--- config.mk ---
export PLATFORM = sky130hd
export DESIGN_NAME = toggle_set_successor_predecessor
export DESIGN_NICKNAME = d
export VERILOG_FILES = /design/src/hw/rtl/tssp_pkg.sv /design/src/hw/rtl/tssp_mem.sv /design/src/hw/rtl/tssp_scan.sv /design/src/hw/rtl/toggle_set_successor_predecessor.sv
export SDC_FILE = /design/constraint.sdc
export NUM_CORES = 1
export LEC_CHECK = 0
export BUFFER_PORTS_ARGS = -buffer_cell sky130_fd_sc_hd__clkbuf_2
export CAP_MARGIN = 0
export CORE_UTILIZATION = 60
export CTS_BUF_LIST = sky130_fd_sc_hd__clkbuf_8
export DETAILED_ROUTE_END_ITERATION = 16
export PLACE_DENSITY = 0.77
export SLEW_MARGIN = 10
export SYNTH_ARGS = -nofsm -noshare
export SYNTH_HDL_FRONTEND = slang
export SYNTH_SLANG_ARGS = --single-unit
export TNS_END_PERCENT = 20
--- constraint.sdc ---
create_clock -name aclk -period 10.3 [get_ports aclk]
set_input_delay 2.06 -clock aclk [delete_from_list [all_inputs] [get_ports aclk]]
set_output_delay 2.06 -clock aclk [all_outputs]
set_load 0.005 [all_outputs]
--- src/hw/rtl/tssp_pkg.sv ---
// Package for the toggle set with successor / predecessor queries.
// Holds the shared field widths, operation codes, sequencer states and scan control.
// No dependencies; tssp_scan and the top module import it.
`default_nettype none

package tssp_pkg;

    // Default sizing of the membership store.
    localparam int DEF_SET_SIZE  = 1024;
    localparam int DEF_WORD_BITS = 64;

    // Fixed field widths of the stream payloads.
    localparam int OP_W      = 2;
    localparam int IDX_W     = 11;
    localparam int POS_W     = 11;
    localparam int S_TDATA_W = 16;
    localparam int M_TDATA_W = 16;

    // Operation codes carried on the input tuser.
    typedef enum logic [OP_W-1:0] {
        OP_TOGGLE = 2'd0,
        OP_SUCC   = 2'd1,
        OP_PRED   = 2'd2
    } op_t;

    // Sequencer states.
    typedef enum logic [2:0] {
        ST_CLEAR,
        ST_IDLE,
        ST_SPLIT_Q,
        ST_SPLIT_R,
        ST_FETCH,
        ST_EXAMINE,
        ST_FINISH
    } state_t;

    // Control of the shared word scanner.
    typedef struct packed {
        logic succ;   // search upward for the lowest set bit
        logic first;  // first word of a query: apply the bound mask
    } scan_ctl_t;

endpackage

`default_nettype wire

--- src/hw/rtl/tssp_mem.sv ---
// Membership word memory: one write port, one read port with registered data.
// Depends on nothing but its parameters.
`default_nettype none

module tssp_mem #(
    parameter int DEPTH  = 16,
    parameter int WIDTH  = 64,
    parameter int ADDR_W = 4
) (
    input  wire logic              aclk,
    input  wire logic              wr_en,
    input  wire logic [ADDR_W-1:0] wr_addr,
    input  wire logic [WIDTH-1:0]  wr_data,
    input  wire logic              rd_en,
    input  wire logic [ADDR_W-1:0] rd_addr,
    output logic      [WIDTH-1:0]  rd_data
);

    logic [WIDTH-1:0] mem [DEPTH];

    // Write port.
    always_ff @(posedge aclk) begin
        if (wr_en) begin
            mem[wr_addr] <= wr_data;
        end
    end

    // Read port, data valid the cycle after the request.
    always_ff @(posedge aclk) begin
        if (rd_en) begin
            rd_data <= mem[rd_addr];
        end
    end

endmodule

`default_nettype wire

--- src/hw/rtl/tssp_scan.sv ---
// Shared word scanner: finds the lowest or highest set bit of one membership word,
// optionally bounded by a bit offset. Depends on tssp_pkg for the control struct.
`default_nettype none

module tssp_scan #(
    parameter int WORD_BITS = 64
) (
    input  wire logic [WORD_BITS-1:0]         word,
    input  wire logic [$clog2(WORD_BITS)-1:0] bound,
    input  wire tssp_pkg::scan_ctl_t          ctl,
    output logic                              hit,
    output logic [$clog2(WORD_BITS)-1:0]      offset
);

    import tssp_pkg::*;

    localparam int BW = $clog2(WORD_BITS);

    logic [WORD_BITS-1:0] mask;
    logic [WORD_BITS-1:0] masked;
    logic [BW-1:0]        lo_off;
    logic [BW-1:0]        hi_off;

    // Keep only the bits on the searched side of the bound in the first word.
    always_comb begin
        for (int i = 0; i < WORD_BITS; i++) begin
            if (!ctl.first) begin
                mask[i] = 1'b1;
            end else if (ctl.succ) begin
                mask[i] = (BW'(i) >= bound);
            end else begin
                mask[i] = (BW'(i) <= bound);
            end
        end
        masked = word & mask;
    end

    // Priority encoders for the lowest and the highest set bit.
    always_comb begin
        lo_off = '0;
        hi_off = '0;
        for (int i = WORD_BITS - 1; i >= 0; i--) begin
            if (masked[i]) begin
                lo_off = BW'(i);
            end
        end
        for (int i = 0; i < WORD_BITS; i++) begin
            if (masked[i]) begin
                hi_off = BW'(i);
            end
        end
    end

    assign hit    = |masked;
    assign offset = ctl.succ ? lo_off : hi_off;

endmodule

`default_nettype wire

--- src/hw/rtl/toggle_set_successor_predecessor.sv ---
// Sequence: a toggle or query passes ST_SPLIT_Q, ST_SPLIT_R and ST_FETCH to ST_EXAMINE, where a
// toggle writes its flipped word back and a query scans k = 1..NUM_WORDS words (16 at defaults),
// one word per cycle through the single memory read port and the shared word scanner. A query
// whose bound alone rules out any member skips to ST_FINISH; an ignored item leaves input ready.
// Throughput: one item at a time; a finished query waits while the output register is full.
// Reset: synchronous, active low; then a clearing pass over every word with s_axis_tready low.
`default_nettype none

module toggle_set_successor_predecessor #(
    parameter int SET_SIZE  = tssp_pkg::DEF_SET_SIZE,
    parameter int WORD_BITS = tssp_pkg::DEF_WORD_BITS
) (
    input  wire logic                           aclk,
    input  wire logic                           aresetn,
    // Input transactions.
    input  wire logic                           s_axis_tvalid,
    output logic                                s_axis_tready,
    input  wire logic [tssp_pkg::S_TDATA_W-1:0] s_axis_tdata,  // [10:0] index
    input  wire logic [tssp_pkg::OP_W-1:0]      s_axis_tuser,  // [1:0] operation
    // Result transactions.
    output logic                                m_axis_tvalid,
    input  wire logic                           m_axis_tready,
    output logic      [tssp_pkg::M_TDATA_W-1:0] m_axis_tdata,  // [10:0] position
    output logic      [0:0]                     m_axis_tuser   // [0] found
);

    import tssp_pkg::*;

    localparam int NUM_WORDS = (SET_SIZE + WORD_BITS - 1) / WORD_BITS;
    localparam int WA        = (NUM_WORDS > 1) ? $clog2(NUM_WORDS) : 1;
    localparam int BW        = $clog2(WORD_BITS);
    localparam int PW        = (SET_SIZE > 2) ? $clog2(SET_SIZE) : 1;
    localparam int SZW       = $clog2(SET_SIZE + 1);
    localparam int EXTW      = (SZW > IDX_W) ? SZW : IDX_W;
    localparam int RK        = PW + 8;
    localparam int RECIP     = ((1 << RK) + WORD_BITS - 1) / WORD_BITS;
    localparam int PRW       = PW + RK;
    localparam int MW        = PW + 8;

    state_t             state_reg, state_next;
    op_t                op_reg, op_next;
    logic [PW-1:0]      p_reg, p_next;
    logic [WA-1:0]      word_reg, word_next;
    logic [PW-1:0]      base_reg, base_next;
    logic [BW-1:0]      bit_reg, bit_next;
    logic               first_reg, first_next;
    logic [WA-1:0]      clr_reg, clr_next;
    logic               res_found_reg, res_found_next;
    logic [PW:0]        res_pos_reg, res_pos_next;
    logic               m_tvalid_reg, m_tvalid_next;
    logic               m_found_reg, m_found_next;
    logic [POS_W-1:0]   m_pos_reg, m_pos_next;

    logic               mem_wr_en;
    logic [WA-1:0]      mem_wr_addr;
    logic [WORD_BITS-1:0] mem_wr_data;
    logic               mem_rd_en;
    logic [WA-1:0]      mem_rd_addr;
    logic [WORD_BITS-1:0] mem_rd_data;

    scan_ctl_t          scan_ctl;
    logic               scan_hit;
    logic [BW-1:0]      scan_off;

    logic [EXTW-1:0]    idx_ext;
    logic [PRW-1:0]     prod;
    logic [MW-1:0]      base_calc;
    logic               last_word;
    logic               out_load;

    // Membership store.
    tssp_mem #(
        .DEPTH  (NUM_WORDS),
        .WIDTH  (WORD_BITS),
        .ADDR_W (WA)
    ) u_mem (
        .aclk    (aclk),
        .wr_en   (mem_wr_en),
        .wr_addr (mem_wr_addr),
        .wr_data (mem_wr_data),
        .rd_en   (mem_rd_en),
        .rd_addr (mem_rd_addr),
        .rd_data (mem_rd_data)
    );

    // Shared word scanner.
    assign scan_ctl.succ  = (op_reg == OP_SUCC);
    assign scan_ctl.first = first_reg;

    tssp_scan #(
        .WORD_BITS (WORD_BITS)
    ) u_scan (
        .word   (mem_rd_data),
        .bound  (bit_reg),
        .ctl    (scan_ctl),
        .hit    (scan_hit),
        .offset (scan_off)
    );

    // Word and bit split of the starting position by reciprocal multiplication.
    assign idx_ext   = EXTW'(s_axis_tdata[IDX_W-1:0]);
    assign prod      = PRW'(p_reg) * PRW'(RECIP);
    assign base_calc = MW'(word_reg) * MW'(WORD_BITS);
    assign last_word = (op_reg == OP_SUCC) ? (word_reg == WA'(NUM_WORDS - 1))
                                           : (word_reg == '0);

    // State and data registers.
    always_ff @(posedge aclk) begin
        if (!aresetn) begin
            state_reg    <= ST_CLEAR;
            clr_reg      <= '0;
            m_tvalid_reg <= 1'b0;
        end else begin
            state_reg    <= state_next;
            clr_reg      <= clr_next;
            m_tvalid_reg <= m_tvalid_next;
        end
        op_reg        <= op_next;
        p_reg         <= p_next;
        word_reg      <= word_next;
        base_reg      <= base_next;
        bit_reg       <= bit_next;
        first_reg     <= first_next;
        res_found_reg <= res_found_next;
        res_pos_reg   <= res_pos_next;
        m_found_reg   <= m_found_next;
        m_pos_reg     <= m_pos_next;
    end

    // Sequencer: next state, memory control and result capture.
    always_comb begin
        state_next     = state_reg;
        op_next        = op_reg;
        p_next         = p_reg;
        word_next      = word_reg;
        base_next      = base_reg;
        bit_next       = bit_reg;
        first_next     = first_reg;
        clr_next       = clr_reg;
        res_found_next = res_found_reg;
        res_pos_next   = res_pos_reg;
        mem_wr_en      = 1'b0;
        mem_wr_addr    = word_reg;
        mem_wr_data    = mem_rd_data ^ (WORD_BITS'(1) << bit_reg);
        mem_rd_en      = 1'b0;
        mem_rd_addr    = word_reg;
        out_load       = 1'b0;
        s_axis_tready  = 1'b0;

        unique case (state_reg)
            // Zero one memory word per cycle after reset.
            ST_CLEAR: begin
                mem_wr_en   = 1'b1;
                mem_wr_addr = clr_reg;
                mem_wr_data = '0;
                if (clr_reg == WA'(NUM_WORDS - 1)) begin
                    state_next = ST_IDLE;
                end else begin
                    clr_next = clr_reg + WA'(1);
                end
            end

            // Take a transaction and settle the cases that need no scan.
            ST_IDLE: begin
                s_axis_tready  = 1'b1;
                res_found_next = 1'b0;
                res_pos_next   = '0;
                first_next     = 1'b1;
                if (s_axis_tvalid) begin
                    op_next = op_t'(s_axis_tuser);
                    unique case (s_axis_tuser)
                        OP_TOGGLE: begin
                            if (idx_ext != '0 && idx_ext <= EXTW'(SET_SIZE)) begin
                                p_next     = PW'(idx_ext - EXTW'(1));
                                state_next = ST_SPLIT_Q;
                            end
                        end
                        OP_SUCC: begin
                            if (idx_ext > EXTW'(SET_SIZE)) begin
                                state_next = ST_FINISH;
                            end else begin
                                p_next     = (idx_ext == '0) ? '0 : PW'(idx_ext - EXTW'(1));
                                state_next = ST_SPLIT_Q;
                            end
                        end
                        OP_PRED: begin
                            if (idx_ext == '0) begin
                                state_next = ST_FINISH;
                            end else begin
                                p_next     = (idx_ext > EXTW'(SET_SIZE)) ? PW'(SET_SIZE - 1)
                                                                          : PW'(idx_ext - EXTW'(1));
                                state_next = ST_SPLIT_Q;
                            end
                        end
                        default: begin
                            // The unused code is dropped without a result.
                            state_next = ST_IDLE;
                        end
                    endcase
                end
            end

            // Word number from the reciprocal product.
            ST_SPLIT_Q: begin
                word_next  = WA'(prod >> RK);
                state_next = ST_SPLIT_R;
            end

            // Word base position and bit offset within the word.
            ST_SPLIT_R: begin
                base_next  = PW'(base_calc);
                bit_next   = BW'(p_reg - PW'(base_calc));
                state_next = ST_FETCH;
            end

            ST_FETCH: begin
                mem_rd_en  = 1'b1;
                state_next = ST_EXAMINE;
            end

            // Flip the bit, or scan the word and step to its neighbor.
            ST_EXAMINE: begin
                if (op_reg == OP_TOGGLE) begin
                    mem_wr_en  = 1'b1;
                    state_next = ST_IDLE;
                end else if (scan_hit) begin
                    res_found_next = 1'b1;
                    res_pos_next   = (PW + 1)'(base_reg) + (PW + 1)'(scan_off) + (PW + 1)'(1);
                    state_next     = ST_FINISH;
                end else if (last_word) begin
                    state_next = ST_FINISH;
                end else begin
                    first_next = 1'b0;
                    mem_rd_en  = 1'b1;
                    if (op_reg == OP_SUCC) begin
                        word_next = word_reg + WA'(1);
                        base_next = PW'(MW'(base_reg) + MW'(WORD_BITS));
                    end else begin
                        word_next = word_reg - WA'(1);
                        base_next = PW'(MW'(base_reg) - MW'(WORD_BITS));
                    end
                    mem_rd_addr = word_next;
                end
            end

            // Hand the result to the output register once it is free.
            ST_FINISH: begin
                if (!m_tvalid_reg || m_axis_tready) begin
                    out_load   = 1'b1;
                    state_next = ST_IDLE;
                end
            end

            default: begin
                state_next = ST_IDLE;
            end
        endcase
    end

    // Output register, independent of the sequencer once loaded.
    always_comb begin
        m_tvalid_next = m_tvalid_reg;
        m_found_next  = m_found_reg;
        m_pos_next    = m_pos_reg;
        if (out_load) begin
            m_tvalid_next = 1'b1;
            m_found_next  = res_found_reg;
            m_pos_next    = POS_W'(res_pos_reg);
        end else if (m_axis_tready) begin
            m_tvalid_next = 1'b0;
        end
    end

    assign m_axis_tvalid = m_tvalid_reg;
    assign m_axis_tdata  = M_TDATA_W'(m_pos_reg);
    assign m_axis_tuser  = m_found_reg;

`ifndef ASSERT_OFF
    // The clearing pass always keeps the input closed right after reset.
    a_clear_after_reset: assert property (@(posedge aclk)
        !aresetn |=> !s_axis_tready)
        else $error("input ready right after reset");

    // A result that found nothing carries position zero.
    a_empty_position: assert property (@(posedge aclk) disable iff (!aresetn)
        (m_axis_tvalid && !m_axis_tuser[0]) |-> (m_axis_tdata == '0))
        else $error("not-found result with nonzero position");

    // The memory is written only by the clearing pass or a toggle.
    a_write_source: assert property (@(posedge aclk) disable iff (!aresetn)
        mem_wr_en |-> (state_reg == ST_CLEAR || (state_reg == ST_EXAMINE && op_reg == OP_TOGGLE)))
        else $error("unexpected memory write");

    // A new result never overwrites one that is still waiting.
    a_no_overwrite: assert property (@(posedge aclk) disable iff (!aresetn)
        out_load |-> (!m_tvalid_reg || m_axis_tready))
        else $error("result register overwritten");
`endif

endmodule

`default_nettype wire
==> impl_metrics.csv, run 1 <==
group,metric,value,unit
outcome,status,"completed",
logic_synthesis,synthAdderAreaFrac,0.003754,
sta,max_freq,137.6,MHz
cts,ctsLongestPathBuffers,3,
final_layout,area_growth,8.300,%
worst_setup_path,reg2reg_depth,14,
sta,relSlewSlack,0.1635,
place,dp_hpwl,72780,microns
logic_synthesis,synth_cells,3570,
floorplanning,initial_core_util,0.6064,
sta,min_period,7.265,ns
drt,vias,32230,
final_layout,largest_register,"u_mem.mem",
cts,cts_resized,0,
hold_path,hold_path_class,"reg2reg",
worst_setup_path,crit_fanout,120,
worst_setup_path,worst_setup_path_end_kind,"flop",
sta,tns,0,ns
sta,report.final.setup_viol,0,
drt,viasPerCell,6.707,
worst_setup_path,start_kind,"flop",
cts,cts_tree,"done",
grt,grt_pass1_vias,30470,
logic_synthesis,muxShareOfSynthArea,0.06502,
logic_synthesis,synth_xor_xnor_area_share,0.01262,
logic_synthesis,async_reset_ff_frac,0,
logic_synthesis,synth_compound_area_frac,0.1257,
hold_path,hold_depth,0,
cts,clk_pin_slew,0.07,ns
floorplanning,io_pins,41,
drt,ant_nets,0,
logic_synthesis,ys_seq_area_frac,0.6782,
hold_path,min-delay-start,"p_reg[0]",
power,ir_drop,0.0001090,V
place,place_area,0.05164,sq mm
logic_synthesis,synth_edf_count,1139,
grt,track_usage,0.3066,
cts,cts_setup_buffers,0,
sta,final-hold-violation-count,0,
logic_synthesis,synthSimpleGateAreaFrac,0.08487,
final_layout,drive_gt1_frac,0.1053,
logic_synthesis,synthFlopType,"edfxtp_1",
cts,ctsHoldBuffers,0,
cts,numCtsBuffers,175,
logic_synthesis,synth_seq_cells,1147,
worst_setup_path,r2r-start,"op_reg[0]",
sta,slew_violations,0,
logic_synthesis,yosys.area.top_type_share,0.6750,
grt,antenna_found_initial,2,
final_layout,final_util,0.6567,
cts,cts_sinks,1147,
worst_setup_path,timing_worst_setup_path_type,"reg2reg",
floorplanning,fp.dieW,292.6,microns
logic_synthesis,synth_top_family_by_area,"compound AO/OA/AOI/OAI gates",
final_layout,largestRegisters,"u_mem.mem: 1024 flops, u_mem.rd_data: 64 flops",
logic_synthesis,yosysWarnings,0,
power,finalPower,9.449,mW
drt,routed_wl,131600,microns
drt,drt-initial-drc-count,4356,
logic_synthesis,synthTopCellsByArea,"edfxtp_1 (68%), mux2i_1 (6.5%), a21boi_0 (2.9%)",
cts,htree_levels,4,
cts,clk_latency,0.85,ns
grt,grt-ovfl-total,0,
floorplanning,core_area,0.08356,sq mm
drt,first_pass_iters,6,
logic_synthesis,syn_area,0.05067,sq mm
place,io_buffers,30,
grt,grt_max_degree,204,
place,place_congestion,1.030,
floorplanning,die_area,0.08561,sq mm
sta,grt_setup_unrepaired,"false",
worst_setup_path,arrival,7.82,ns
final_layout,final_nets,3630,
final_layout,final_common_cell,"edfxtp_1",
sta,holdWs,0.4092,ns
final_layout,fin_area,0.05487,sq mm
power,power_density,172.2,mW/mm^2
power,leakagePower,19.32,nW
logic_synthesis,synth.largest_area_cell,"edfxtp_1",
hold_path,hold_end,"bit_reg[0]",
grt,grt_first_pass_wirelength,193200,microns
run,cap_violations,0,
drt,drc,0,
worst_setup_path,rrSetupSlack,3.03,ns
cts,cts_root_buffer,"clkbuf_8",
drt,wire_per_inst,27.40,microns
worst_setup_path,r2r_end,"u_mem.rd_data[32]",
sta,fin_crit_sh,0.7054,
sta,tightest_slew,1.252,ns
sta,fin_skew,0.04110,ns
final_layout,fillers,5807,
floorplanning,die_h,292.6,microns
worst_setup_path,worstPathRequired,10.86,ns
floorplanning,num_rows,106,
final_layout,layout_common_cells,"edfxtp_1 (1139), mux2i_1 (328), and3_1 (204)",
final_layout,largest_reg_flops,1024,
logic_synthesis,syn_avg_cell_area,14.19,sq um
logic_synthesis,yosysUniqueCellTypes,98,
## layer usage
metal	GRT usage	wire, microns
met1	0.4365	52620
met2	0.4692	60290
met3	0.05691	13930
met4	0.1260	4805
met5	0	0
## worst max-delay path, cell delays in order, from the launching register on
cell and delay (ns):
edfxtp_1 0.57, nor2b_4 0.21, inv_2 0.49, nand2_1 0.63, o311ai_1 0.87, nand3b_1 0.35, nor4_2 0.37, nand4_2 0.28
nor4_1 0.32, buf_4 0.22, or2_4 0.80, buf_12 0.53, mux2i_1 0.29, o22ai_1 0.13, or3_1 0.40
## power by group
group          leakage [nW]  internal [mW]  total, mW  switching (mW)
registers              10.7           5.41       5.47          0.0535
logic                  6.76          0.104      0.475           0.371
clock network          1.87           1.78       3.51            1.73
total                  19.3           7.30       9.45            2.15
## how the worst max path moves through the flow
stage	from	cells past startpoint	slack, ns	end
after floorplan	bit_reg[1]	12	2.09	u_mem.rd_data[0]
after global placement	op_reg[0]	14	3.39	u_mem.rd_data[63]
after detailed placement	op_reg[0]	13	3.28	u_mem.rd_data[56]
after CTS	op_reg[0]	14	3.22	u_mem.rd_data[49]
after global routing	op_reg[0]	14	2.84	u_mem.rd_data[63]
final	op_reg[0]	14	3.03	u_mem.rd_data[32]
## stage by stage
step	instances	worst slack (ns)
2_1_floorplan	3574	2.091
3_3_place_gp	4497	3.386
3_5_place_dp	4497	3.275
4_1_cts	4803	3.222
5_1_grt	4805	2.837
6_report	4805	3.035
## cell usage after synthesis (27+ instances only)
| cell type | instances |
|---|---|
| nor2_1 | 155 |
| and2_1 | 27 |
| o22ai_1 | 133 |
| nand2_1 | 91 |
| a21boi_0 | 197 |
| mux2i_1 | 328 |
| o2111ai_1 | 71 |
| inv_1 | 29 |
| and3_1 | 204 |
| a21oi_1 | 85 |
| o211ai_1 | 28 |
| xnor2_1 | 55 |
| or3_1 | 82 |
| buf_2 | 44 |
| edfxtp_1 | 1139 |
| nor3_1 | 38 |
| nand3_1 | 42 |
| buf_6 | 41 |
| clkbuf_1 | 154 |
| o21ai_0 | 191 |
| o21ai_1 | 72 |
## cell families after synthesis
group / count (synthesis)
simple gates: 771
buf+inv: 291
other cells: 1
compound gates: 944
fa+ha+maj: 14
mux: 329
flops: 1147
xor+xnor: 73
## layout make-up
type	count	area, sq um	share of cell area
antenna	2	5.005	0.00009121
clock inverter	130	800.8	0.01459
timing repair buffer	103	748.2	0.01364
sequential	1147	34360	0.6262
inverter	31	116.4	0.002121
tap	1080	1351	0.02463
clock buffer	176	2422	0.04414
multi-input combinational	2136	15070	0.2746
No activity file was read; power rests on OpenSTA's default activity.
==> run 2, diff against run 1 <==
- clock period: 10.3 -> 6.7 ns (I/O delays scaled with it)
==> run 2 against run 1 <==
Effect of this change: design area increased by 1.3%; via count is 1.4% higher; utilization increased by 0.86 points; routed wire length rose by 1.7%; setup slack worse by 2.4 ns; cell count rose by 1.3%; critical path depth unchanged.
==> impl_metrics.csv, run 2 (synthesis results as in run 1) <==
group,metric,value,unit
outcome,status,"completed",
cts,cts_sinks,1147,
cts,ctsHoldBuffers,0,
final_layout,final_nets,3685,
drt,first_pass_iters,8,
cts,cts_resized,0,
power,ir_drop,0.0001630,V
cts,numCtsBuffers,173,
floorplanning,die_area,0.08561,sq mm
final_layout,final_common_cell,"edfxtp_1",
hold_path,hold_end,"m_axis_tuser",
floorplanning,die_h,292.6,microns
worst_setup_path,worst_setup_path_end_kind,"flop",
cts,cts_root_buffer,"clkbuf_8",
worst_setup_path,cp_cell_sequence,"buf_4 > or2_2 > a2111oi_0 > a2111oi_0 > buf_4 > and2_1 > and4_1 > nand4_2 > o31a_1 > a211oi_4 > buf_4 > o21ai_0 > o2111ai_1 > or3_1",
sta,tightest_slew,1.285,ns
sta,tns,0,ns
power,finalPower,14.42,mW
sta,report.final.setup_viol,0,
sta,max_freq,164.6,MHz
worst_setup_path,start_kind,"flop",
floorplanning,io_pins,41,
floorplanning,initial_core_util,0.6064,
cts,ctsLongestPathBuffers,3,
drt,drt-initial-drc-count,4423,
grt,grt_max_degree,187,
sta,fin_crit_sh,0.9067,
worst_setup_path,cpPeakStageDelay,1.01,ns
run,cap_violations,0,
worst_setup_path,rrSetupSlack,0.63,ns
drt,routed_wl,133800,microns
power,leakagePower,19.66,nW
place,place_area,0.05239,sq mm
sta,fin_skew,0.04228,ns
sta,slew_violations,0,
drt,viasPerCell,6.717,
power,power_density,259.4,mW/mm^2
final_layout,largest_reg_flops,1024,
place,io_buffers,30,
cts,clk_latency,0.85,ns
drt,drc,0,
grt,grt_first_pass_wirelength,196600,microns
final_layout,area_growth,9.717,%
final_layout,fin_area,0.05559,sq mm
hold_path,hold_path_class,"reg2reg",
worst_setup_path,cp_num_buf_inv,3,
floorplanning,core_area,0.08356,sq mm
worst_setup_path,cp_slowest_cell,"edfxtp_1",
hold_path,min-delay-start,"res_found_reg",
final_layout,final_util,0.6653,
cts,cts_setup_buffers,0,
worst_setup_path,timing_worst_setup_path_type,"reg2reg",
grt,track_usage,0.3127,
worst_setup_path,crit_fanout,33,
place,place_congestion,1.030,
worst_setup_path,worstPathRequired,7.36,ns
worst_setup_path,r2r_end,"u_mem.rd_data[0]",
worst_setup_path,r2r-start,"bit_reg[5]",
floorplanning,num_rows,106,
drt,ant_nets,0,
grt,grt-ovfl-total,0,
grt,grt_pass1_vias,30940,
sta,grt_setup_unrepaired,"false",
drt,wire_per_inst,27.49,microns
final_layout,drive_gt1_frac,0.1178,
drt,vias,32690,
sta,relSlewSlack,0.1436,
grt,antenna_found_initial,1,
worst_setup_path,reg2reg_depth,14,
worst_setup_path,arrival,6.74,ns
floorplanning,fp.dieW,292.6,microns
final_layout,layout_common_cells,"edfxtp_1 (1139), mux2i_1 (328), and3_1 (204)",
cts,htree_levels,4,
worst_setup_path,critPathTopFamily,"compound AO/OA/AOI/OAI gates",
final_layout,largest_register,"u_mem.mem",
cts,clk_pin_slew,0.06,ns
sta,min_period,6.075,ns
final_layout,largestRegisters,"u_mem.mem: 1024 flops, u_mem.rd_data: 64 flops",
worst_setup_path,crit_path_frequent_cell,"buf_4",
sta,final-hold-violation-count,0,
cts,cts_tree,"done",
place,dp_hpwl,76950,microns
hold_path,hold_depth,0,
run 2: changes by cell type in the layout (fill, tap and decap cells not counted), sizes merged:
cell,previous run,this run
buf,73,130
bufinv,7,4
clkbuf,206,207
clkinv,55,62
clkinvlp,1,3
diode,2,1
inv,98,97
run 2: report_power, final:
part / leakage, nW / switching [mW] / internal [mW]
Combinational: 7.15 / 0.570 / 0.166
Sequential: 10.7 / 0.0797 / 8.32
Clock: 1.83 / 2.65 / 2.64
run 2: area by class of cell:
cell class	count	area, sq um
Antenna cell	1	2.502
Clock buffer	177	2436
Clock inverter	135	747.0
Fill cell	5715	27960
Inverter	31	116.4
Multi-Input combinational cell	2136	15070
Sequential cell	1147	34360
Tap cell	1080	1351
Timing Repair Buffer	160	1501
run 2: worst reg2reg max path, cell delays in order, from the launching register on:
cell	delay [ns]
edfxtp_1	1.01
buf_4	0.34
or2_2	0.47
a2111oi_0	0.16
a2111oi_0	0.50
buf_4	0.26
and2_1	0.23
and4_1	0.29
nand4_2	0.25
o31a_1	0.48
a211oi_4	0.68
buf_4	0.64
o21ai_0	0.22
o2111ai_1	0.16
or3_1	0.22
run 2: through the flow:
| stage | setup slack (ns) | instances | hold slack, ns |
|---|---|---|---|
| finish | 0.6253 | 4867 | 0.4154 |
| global route | 0.4372 | 4867 | 0.4249 |
| CTS | 0.7847 | 4866 | 0.4173 |
| detailed placement | 0.8665 | 4554 | 0.4062 |
| global placement | 0.8902 | 4554 | 0.4013 |
| floorplan | 0.7088 | 3574 | 0.4003 |
run 2: how the worst max path moves through the flow:
stage | to | start | cells past startpoint
after floorplan | u_mem.rd_data[0] | bit_reg[1] | 12
after global placement | u_mem.rd_data[0] | bit_reg[1] | 12
after detailed placement | u_mem.rd_data[0] | bit_reg[0] | 12
after CTS | u_mem.rd_data[0] | bit_reg[0] | 12
after global routing | u_mem.rd_data[0] | bit_reg[0] | 13
final | u_mem.rd_data[0] | bit_reg[5] | 14
run 2: per-layer routing:
| layer | part of all wire | track usage |
|---|---|---|
| met1 | 0.40 | 0.4401 |
| met4 | 0.041 | 0.1370 |
| met3 | 0.11 | 0.06503 |
| met5 | 0 | 0 |
| met2 | 0.45 | 0.4746 |
